### config.mk
export PLATFORM = sky130hd
export DESIGN_NAME = frame_receive_crc_checker_top
export DESIGN_NICKNAME = d
export VERILOG_FILES = /design/src/rtl/core/frc_pkg.sv /design/src/rtl/core/frc_front.sv /design/src/rtl/core/frc_back.sv /design/src/rtl/core/frame_receive_crc_checker_top.sv
export VERILOG_INCLUDE_DIRS = /design/src /design/src/rtl/core
export SDC_FILE = /design/constraint.sdc
export NUM_CORES = 1
export LEC_CHECK = 0
export BUFFER_PORTS_ARGS = -buffer_cell sky130_fd_sc_hd__buf_2
export CAP_MARGIN = 20
export CORE_AREA = 2 2 134 136
export DETAILED_ROUTE_END_ITERATION = 7
export DIE_AREA = 0 0 136 138
export GPL_ROUTABILITY_DRIVEN = 0
export PLACE_DENSITY = 0.75
export SYNTH_ARGS = -nofsm -noshare
export SYNTH_HDL_FRONTEND = slang
export SYNTH_SLANG_ARGS = --single-unit
### constraint.sdc
create_clock -name i_clk -period 6.6 [get_ports i_clk]
set_input_delay 0.33 -clock i_clk [delete_from_list [all_inputs] [get_ports i_clk]]
set_output_delay 0.33 -clock i_clk [all_outputs]
set_load 0.01 [all_outputs]
### src/rtl/core/frame_receive_crc_checker_top_defines.svh
// Assertion macros used by the top module to check its own logic.
`ifndef FRAME_RECEIVE_CRC_CHECKER_TOP_DEFINES_SVH
`define FRAME_RECEIVE_CRC_CHECKER_TOP_DEFINES_SVH

// Checked only while the block is out of reset.
`define FRC_ASSERT(label, clk, rst_n, prop, msg) \
    label: assert property (@(posedge clk) disable iff (!rst_n) prop) \
        else $error(msg);

// Checked at every clock edge, reset included.
`define FRC_ASSERT_ALWAYS(label, clk, prop, msg) \
    label: assert property (@(posedge clk) prop) \
        else $error(msg);

`endif

### src/rtl/core/frc_pkg.sv
package frc_pkg;

    localparam int unsigned QueueDepthDefault = 2;

    localparam logic [15:0] MaxReceiveReset = 16'd1024;
    localparam logic [7:0]  IdleLimitReset  = 8'd1;

    // Frame layout, in byte indexes.
    localparam logic [16:0] HdrBytes      = 17'd16;
    localparam logic [16:0] LenLoIdx      = 17'd14;
    localparam logic [16:0] LenHiIdx      = 17'd15;
    localparam logic [15:0] FrameOverhead = 16'd18;

    localparam logic [16:0] ByteCountMax = 17'h1ffff;
    localparam logic [7:0]  IdleCountMax = 8'hff;

    // Request op codes.
    localparam logic [1:0] OP_START = 2'd0;
    localparam logic [1:0] OP_BYTE  = 2'd1;
    localparam logic [1:0] OP_TICK  = 2'd2;

    // Result status codes.
    localparam logic [1:0] ST_OK      = 2'd0;
    localparam logic [1:0] ST_CRC_ERR = 2'd1;
    localparam logic [1:0] ST_FULL    = 2'd2;
    localparam logic [1:0] ST_TIMEOUT = 2'd3;

    // Configuration register indexes.
    localparam logic CFG_MAX_RECEIVE = 1'b0;
    localparam logic CFG_IDLE_LIMIT  = 1'b1;

    // Nibble table for polynomial 0x1021.
    localparam logic [15:0] NIB_TAB [16] = '{
        16'h0000, 16'h1021, 16'h2042, 16'h3063, 16'h4084, 16'h50a5, 16'h60c6, 16'h70e7,
        16'h8108, 16'h9129, 16'ha14a, 16'hb16b, 16'hc18c, 16'hd1ad, 16'he1ce, 16'hf1ef
    };

    typedef enum logic [1:0] {
        CMD_START,
        CMD_BYTE,
        CMD_TICK
    } t_cmd_kind;

    typedef struct packed {
        t_cmd_kind  kind;
        logic [7:0] data;
    } t_cmd_item;

    function automatic logic [15:0] crc_nibble(input logic [15:0] crc, input logic [3:0] nib);
        logic [3:0] idx;
        idx = crc[15:12] ^ nib;
        return {crc[11:0], 4'h0} ^ NIB_TAB[idx];
    endfunction

    // High nibble first, as the CRC is not reflected.
    function automatic logic [15:0] crc_byte(input logic [15:0] crc, input logic [7:0] b);
        return crc_nibble(crc_nibble(crc, b[7:4]), b[3:0]);
    endfunction

endpackage

### src/rtl/core/frc_front.sv
module frc_front #(
    parameter int unsigned QueueDepth = frc_pkg::QueueDepthDefault
) (
    input  logic                i_clk,
    input  logic                i_rst_n,
    input  logic                i_in_valid,
    output logic                o_in_stall,
    input  logic [1:0]          i_op,
    input  logic [7:0]          i_data_byte,
    output logic                o_q_valid,
    output frc_pkg::t_cmd_item  o_q_item,
    input  logic                i_q_pop
);
    import frc_pkg::*;

    localparam int unsigned PtrW = (QueueDepth > 1) ? $clog2(QueueDepth) : 1;
    localparam int unsigned CntW = $clog2(QueueDepth + 1);
    localparam logic [PtrW-1:0] LastPtr = PtrW'(QueueDepth - 1);
    localparam logic [CntW-1:0] FullCnt = CntW'(QueueDepth);

    t_cmd_item           r_mem [QueueDepth];
    logic [PtrW-1:0]     r_wr_ptr;
    logic [PtrW-1:0]     r_rd_ptr;
    logic [CntW-1:0]     r_count;

    t_cmd_item           w_item;
    logic                w_known;
    logic                w_push;
    logic                w_pop;

    // Requests with the unused op code are taken and dropped here.
    always_comb begin
        w_known     = 1'b1;
        w_item.data = i_data_byte;
        w_item.kind = CMD_START;
        unique case (i_op)
            OP_START: w_item.kind = CMD_START;
            OP_BYTE:  w_item.kind = CMD_BYTE;
            OP_TICK:  w_item.kind = CMD_TICK;
            default:  w_known = 1'b0;
        endcase
    end

    assign o_in_stall = (r_count == FullCnt);
    assign w_push     = i_in_valid && !o_in_stall && w_known;
    assign w_pop      = i_q_pop && o_q_valid;
    assign o_q_valid  = (r_count != '0);
    assign o_q_item   = r_mem[r_rd_ptr];

    always_ff @(posedge i_clk) begin
        if (w_push) begin
            r_mem[r_wr_ptr] <= w_item;
        end
    end

    always_ff @(posedge i_clk) begin
        if (!i_rst_n) begin
            r_wr_ptr <= '0;
            r_rd_ptr <= '0;
            r_count  <= '0;
        end else begin
            if (w_push) begin
                r_wr_ptr <= (r_wr_ptr == LastPtr) ? '0 : r_wr_ptr + 1'b1;
            end
            if (w_pop) begin
                r_rd_ptr <= (r_rd_ptr == LastPtr) ? '0 : r_rd_ptr + 1'b1;
            end
            if (w_push && !w_pop) begin
                r_count <= r_count + 1'b1;
            end else if (!w_push && w_pop) begin
                r_count <= r_count - 1'b1;
            end
        end
    end

endmodule

### src/rtl/core/frc_back.sv
module frc_back (
    input  logic                i_clk,
    input  logic                i_rst_n,
    input  logic                i_q_valid,
    input  frc_pkg::t_cmd_item  i_q_item,
    output logic                o_q_pop,
    input  logic [15:0]         i_max_receive,
    input  logic [7:0]          i_idle_limit,
    output logic                o_out_valid,
    input  logic                i_out_stall,
    output logic [1:0]          o_status,
    output logic [15:0]         o_frame_length,
    output logic [15:0]         o_payload_length,
    output logic [15:0]         o_computed_crc
);
    import frc_pkg::*;

    logic        r_receiving;
    logic [16:0] r_byte_count;
    logic [15:0] r_length_field;
    logic [15:0] r_running_crc;
    logic [7:0]  r_trailer_low;
    logic [7:0]  r_idle_count;

    logic        n_receiving;
    logic [16:0] n_byte_count;
    logic [15:0] n_length_field;
    logic [15:0] n_running_crc;
    logic [7:0]  n_trailer_low;
    logic [7:0]  n_idle_count;

    logic        r_out_valid;
    logic [1:0]  r_status;
    logic [15:0] r_frame_length;
    logic [15:0] r_payload_length;
    logic [15:0] r_computed_crc;

    logic        w_pop;
    logic        w_emit;
    logic        w_done;
    logic [1:0]  w_status;
    logic [16:0] w_body;
    logic [16:0] w_body_next;
    logic [16:0] w_bc_inc;
    logic [7:0]  w_idle_inc;
    logic [7:0]  w_limit;

    // A request is taken whenever the output register is free or being emptied.
    assign w_pop   = i_q_valid && (!r_out_valid || !i_out_stall);
    assign o_q_pop = w_pop;

    assign w_body      = {1'b0, r_length_field} + HdrBytes;
    assign w_body_next = w_body + 17'd1;
    assign w_bc_inc    = (r_byte_count != ByteCountMax) ? r_byte_count + 17'd1 : r_byte_count;
    assign w_idle_inc  = (r_idle_count != IdleCountMax) ? r_idle_count + 8'd1 : r_idle_count;
    assign w_limit     = (i_idle_limit == '0) ? 8'd1 : i_idle_limit;

    always_comb begin
        n_receiving    = r_receiving;
        n_byte_count   = r_byte_count;
        n_length_field = r_length_field;
        n_running_crc  = r_running_crc;
        n_trailer_low  = r_trailer_low;
        n_idle_count   = r_idle_count;
        w_emit         = 1'b0;
        w_done         = 1'b0;
        w_status       = ST_OK;
        if (w_pop) begin
            unique case (i_q_item.kind)
                CMD_START: begin
                    n_receiving    = 1'b1;
                    n_byte_count   = '0;
                    n_length_field = '0;
                    n_running_crc  = '0;
                    n_trailer_low  = '0;
                    n_idle_count   = '0;
                end
                CMD_TICK: begin
                    if (r_receiving) begin
                        n_idle_count = w_idle_inc;
                        if (w_idle_inc >= w_limit) begin
                            w_emit   = 1'b1;
                            w_status = ST_TIMEOUT;
                        end
                    end
                end
                CMD_BYTE: begin
                    if (r_receiving) begin
                        n_idle_count = '0;
                        n_byte_count = w_bc_inc;
                        if (r_byte_count < HdrBytes || r_byte_count < w_body) begin
                            n_running_crc = crc_byte(r_running_crc, i_q_item.data);
                            if (r_byte_count == LenLoIdx) begin
                                n_length_field[7:0] = i_q_item.data;
                            end else if (r_byte_count == LenHiIdx) begin
                                n_length_field[15:8] = i_q_item.data;
                            end
                        end else if (r_byte_count == w_body) begin
                            n_trailer_low = i_q_item.data;
                        end else if (r_byte_count == w_body_next) begin
                            w_done   = 1'b1;
                            w_emit   = 1'b1;
                            w_status = ({i_q_item.data, r_trailer_low} == r_running_crc) ?
                                       ST_OK : ST_CRC_ERR;
                        end
                        // A completed frame takes precedence over buffer full.
                        if (!w_done && w_bc_inc >= {1'b0, i_max_receive}) begin
                            w_emit   = 1'b1;
                            w_status = ST_FULL;
                        end
                    end
                end
                default: begin
                end
            endcase
            if (w_emit) begin
                n_receiving = 1'b0;
            end
        end
    end

    always_ff @(posedge i_clk) begin
        if (!i_rst_n) begin
            r_receiving    <= 1'b0;
            r_byte_count   <= '0;
            r_length_field <= '0;
            r_running_crc  <= '0;
            r_trailer_low  <= '0;
            r_idle_count   <= '0;
            r_out_valid    <= 1'b0;
        end else begin
            r_receiving    <= n_receiving;
            r_byte_count   <= n_byte_count;
            r_length_field <= n_length_field;
            r_running_crc  <= n_running_crc;
            r_trailer_low  <= n_trailer_low;
            r_idle_count   <= n_idle_count;
            if (w_pop && w_emit) begin
                r_out_valid <= 1'b1;
            end else if (!i_out_stall) begin
                r_out_valid <= 1'b0;
            end
        end
    end

    always_ff @(posedge i_clk) begin
        if (w_pop && w_emit) begin
            r_status         <= w_status;
            r_frame_length   <= n_byte_count[16] ? 16'hffff : n_byte_count[15:0];
            r_payload_length <= n_length_field;
            r_computed_crc   <= n_running_crc;
        end
    end

    assign o_out_valid      = r_out_valid;
    assign o_status         = r_status;
    assign o_frame_length   = r_frame_length;
    assign o_payload_length = r_payload_length;
    assign o_computed_crc   = r_computed_crc;

endmodule

### src/rtl/core/frame_receive_crc_checker_top.sv
// Frame receiver with a CRC-16 (poly 0x1021, init 0) check over header and payload.
// The input channel carries one request per item: start a receive, a data byte, or a
// time tick. The output channel carries at most one result per request: frame ok, CRC
// mismatch, buffer full or idle timeout, with the frame length, the header length
// field and the computed CRC.
// Both channels use valid and stall; an item moves when valid is high and stall low.
// An accepted request is first written into the queue and executed from there by the
// back end, which registers its result and shows it on the output from then on. One
// request is executed every cycle while no stalled result holds the back end; the
// combinational byte CRC update in the back end sets that rate.
// A short queue sits between the request decoder and the back end. While the
// receiver stalls a result, the back end holds and the queue keeps taking requests
// until it is full, at which point the input stall is raised.
// The user must write configuration registers through the plain write port only
// while the block is idle; the block does not enforce this. Reset (synchronous, active
// low) empties the queue, drops any result, ends any receive, restores register defaults.
`include "frame_receive_crc_checker_top_defines.svh"

module frame_receive_crc_checker_top #(
    parameter int unsigned QueueDepth = frc_pkg::QueueDepthDefault
) (
    input  logic        i_clk,
    input  logic        i_rst_n,
    input  logic        i_in_valid,
    output logic        o_in_stall,
    input  logic [1:0]  i_op,
    input  logic [7:0]  i_data_byte,
    input  logic        i_cfg_we,
    input  logic        i_cfg_index,
    input  logic [15:0] i_cfg_wdata,
    output logic        o_out_valid,
    input  logic        i_out_stall,
    output logic [1:0]  o_status,
    output logic [15:0] o_frame_length,
    output logic [15:0] o_payload_length,
    output logic [15:0] o_computed_crc
);
    import frc_pkg::*;

    logic [15:0] r_max_receive;
    logic [7:0]  r_idle_limit;

    logic        w_q_valid;
    t_cmd_item   w_q_item;
    logic        w_q_pop;

    always_ff @(posedge i_clk) begin
        if (!i_rst_n) begin
            r_max_receive <= MaxReceiveReset;
            r_idle_limit  <= IdleLimitReset;
        end else if (i_cfg_we) begin
            unique case (i_cfg_index)
                CFG_MAX_RECEIVE: r_max_receive <= i_cfg_wdata;
                CFG_IDLE_LIMIT:  r_idle_limit  <= i_cfg_wdata[7:0];
                default: begin
                end
            endcase
        end
    end

    frc_front #(
        .QueueDepth (QueueDepth)
    ) u_front (
        .i_clk       (i_clk),
        .i_rst_n     (i_rst_n),
        .i_in_valid  (i_in_valid),
        .o_in_stall  (o_in_stall),
        .i_op        (i_op),
        .i_data_byte (i_data_byte),
        .o_q_valid   (w_q_valid),
        .o_q_item    (w_q_item),
        .i_q_pop     (w_q_pop)
    );

    frc_back u_back (
        .i_clk            (i_clk),
        .i_rst_n          (i_rst_n),
        .i_q_valid        (w_q_valid),
        .i_q_item         (w_q_item),
        .o_q_pop          (w_q_pop),
        .i_max_receive    (r_max_receive),
        .i_idle_limit     (r_idle_limit),
        .o_out_valid      (o_out_valid),
        .i_out_stall      (i_out_stall),
        .o_status         (o_status),
        .o_frame_length   (o_frame_length),
        .o_payload_length (o_payload_length),
        .o_computed_crc   (o_computed_crc)
    );

    `FRC_ASSERT(a_result_needs_request, i_clk, i_rst_n, !o_out_valid |=> !o_out_valid || $past(w_q_pop), "A result appeared without a request being executed.")
    `FRC_ASSERT(a_frame_min_length, i_clk, i_rst_n, o_out_valid && (o_status == ST_OK || o_status == ST_CRC_ERR) |-> o_frame_length >= FrameOverhead, "A completed frame is shorter than header and trailer.")
    `FRC_ASSERT_ALWAYS(a_reset_clears, i_clk, !i_rst_n |=> !o_out_valid && !o_in_stall, "Reset left a result or a full queue behind.")

endmodule

==> impl_metrics.ini <==
[finish]
n_antenna_cell = 0
final_area_um2 = 10200
mostFrequentLayoutCell = dfxtp_1
multi_input_area_um2 = 4720
drive_gt1_frac = 0.141
ff_latch_area_um2 = 4020
final_cell_mix = 96 x dfxtp_1, 94 x nand2_1, 83 x buf_2, 70 x edfxtp_1, 61 x a21oi_1
area_growth_pct = 11.3
nFillCells = 1517
final_core_util = 0.580
nNetsFinal = 1090

[grt]
grtUsageTotal = 0.227
grt_pass1_wl_um = 34300
antenna_found_initial = 0
grt_max_degree = 47
grt_pass1_vias = 6880
grt.overflow.total = 0

[cts]
clk_latency_ns = 0.43
cts-resized-gates = 0
cts.clk_slew.worst_paths_ns = 0.06
cts.sinks = 166
hold_buffers = 0
h-tree-depth = 4
cts_buffers = 17
cts-root-buf = clkbuf_16
cts_tree = done
clk_path_buf_depth = 2
post-cts-setup-buffer-count = 0

[die]
core_um2 = 17500
die_area_um2 = 18800
die_width_um = 136
start_util = 0.521
num_rows = 49
io-pin-count = 84
die-height_um = 138

[routing]
postRouteAntennaNets = 0
wirelength_um = 20600
drt-vias-per-instance = 5.65
drt_iter0_markers = 620
num_vias = 7040
wl_per_cell_um = 16.5
drc = 0
dr.pass1.iters = 5

[critical_path]
worstPathRequired_ns = 6.68
end_kind = flop
cpPeakStageDelay_ns = 0.65
worst-path-buf-inv = 1
cp-start-kind = flop
cp_max_fo = 35
cpMostUsedCell = nand4_1
r2r_start = u_back.r_length_field[4]
worstSetupStartpoint = u_back.r_length_field[4]
path_class = flop to flop
path_cells = ha_1, nand4_1, nor3_2, nor2_2, ha_1, nand4_1, nor2_1, o21ai_0, o21ai_0, a21oi_1, a2111oi_2, nand4_1, and3_4, nor3_4, buf_4
crit_family = simple AND/OR/NAND/NOR gates
critPathSlowestCell = nor3_4
crit_arrival_ns = 5.17

[logic_synthesis]
synth-seq-cells = 166
syn-mean-instance-area_um2 = 9.58
syn_inst = 954
synth_flop_cell = dfxtp_1
synth.net_count = 1038
synth-edff-count = 70
yosysSeqAreaShare = 0.440
synthArstFlopShare = 0
syn_area_um2 = 9140
synth_cell_types = 79
yosys_warnings = 0

[timing]
drv_slew = 0
hold_violations = 0
layout_min_cycle_time_ns = 5.09
setup_viol = 0
max_freq_ghz = 0.196
final.setup_skew_ns = 0.0135
maxSlewHeadroom = 0.308
tightest_slew_ns = 1.04
rsz0062_at_grt = false
fin_crit_sh = 0.771
fin_tns_setup_ns = 0

[placed_design]
port_buffers = 83
hpwl_um = 14800
place_area_um2 = 9630

[pwr]
power.density_nw_per_um2 = 251
leakagePower_uw = 0.00382
ir_drop_mv = 0.198

[min_path]
min-delay-path-class = input pin to flop
hold_start = i_data_byte[2]

[run]
maxCapViolations = 0

[status]
status = completed
area by class of cell:
type,instances,area share
Multi-Input combinational cell,693,0.464
Sequential cell,166,0.396
Timing Repair Buffer,89,0.0453
Clock buffer,17,0.0418
Tap cell,229,0.0282
Inverter,39,0.0144
Clock inverter,14,0.0102
kinds of logic after synthesis:
group,synth area share
AO/OA/AOI/OAI,0.135
XOR/XNOR,0.0864
adder cells (fa/ha/maj),0.0712
buffers and inverters,0.0442
flip-flops,0.440
multiplexers,0.0157
AND/OR/NAND/NOR,0.207
final timing paths:
check,slack [ns],cells past startpoint,end
min,0.09,1,u_front.r_mem[0][2]
min reg2reg,0.46,2,r_idle_limit[2]
max reg2reg,1.51,15,u_back.o_payload_length[8]
max,1.51,15,u_back.o_payload_length[8]
metrics by stage:
| stage | cells | hold slack (ns) | total power (µW) | worst slack (ns) |
|---|---|---|---|---|
| global placement | 1215 | 0.444 | 1650 | 1.76 |
| global route | 1247 | 0.0697 | 2660 | 1.07 |
| floorplan | 954 | 0.429 | 1530 | 1.06 |
| finish | 1247 | 0.0863 | 2550 | 1.51 |
| CTS | 1246 | 0.0760 | 2550 | 1.54 |
| detailed placement | 1215 | 0.447 | 1660 | 1.55 |
registers in the layout (all words and copies together), names as in the netlist, 8 cells and up, named ones only:
signal / count
r_idle_limit: 8
u_back.o_frame_length: 16
u_front.r_mem: 20
u_back.r_running_crc: 16
u_back.o_computed_crc: 16
u_back.o_payload_length: 16
u_back.r_byte_count: 17
u_back.r_idle_count: 8
r_max_receive: 16
u_back.r_trailer_low: 8
u_back.r_length_field: 16
cells in the mapped netlist (8+ instances only):
library cell | n | area, µm²
nand3b_1 | 9 | 67.6
mux2i_1 | 11 | 110
ha_1 | 52 | 651
nor2b_1 | 11 | 68.8
o21ai_0 | 27 | 135
nand3_1 | 31 | 155
nand2b_1 | 30 | 188
nand2_1 | 94 | 353
buf_2 | 8 | 40.0
inv_1 | 37 | 139
edfxtp_1 | 70 | 2100
nor3_1 | 17 | 85.1
nor2_1 | 53 | 199
and2_1 | 45 | 282
xor2_1 | 26 | 228
nor4_1 | 9 | 56.3
nand4_1 | 23 | 144
a21o_1 | 13 | 97.6
a22o_1 | 23 | 201
xnor2_1 | 56 | 490
clkbuf_1 | 42 | 158
a21oi_1 | 61 | 305
dfxtp_1 | 96 | 1920
a22oi_1 | 11 | 82.6
metal layers:
layer | GRT usage | up-vias | wire (µm)
met5 | 0 | - | 0
met4 | 0.0746 | 0 | 311
met3 | 0.0407 | 18 | 854
met2 | 0.361 | 170 | 9850
met1 | 0.314 | 3379 | 9580
li1 | - | 3473 | -
power by group:
part / internal (µW) / switching, µW
combinational: 172 / 307
clock: 481 / 420
sequential: 1130 / 43.1
Note: power is estimated with default switching activity, not from simulation.
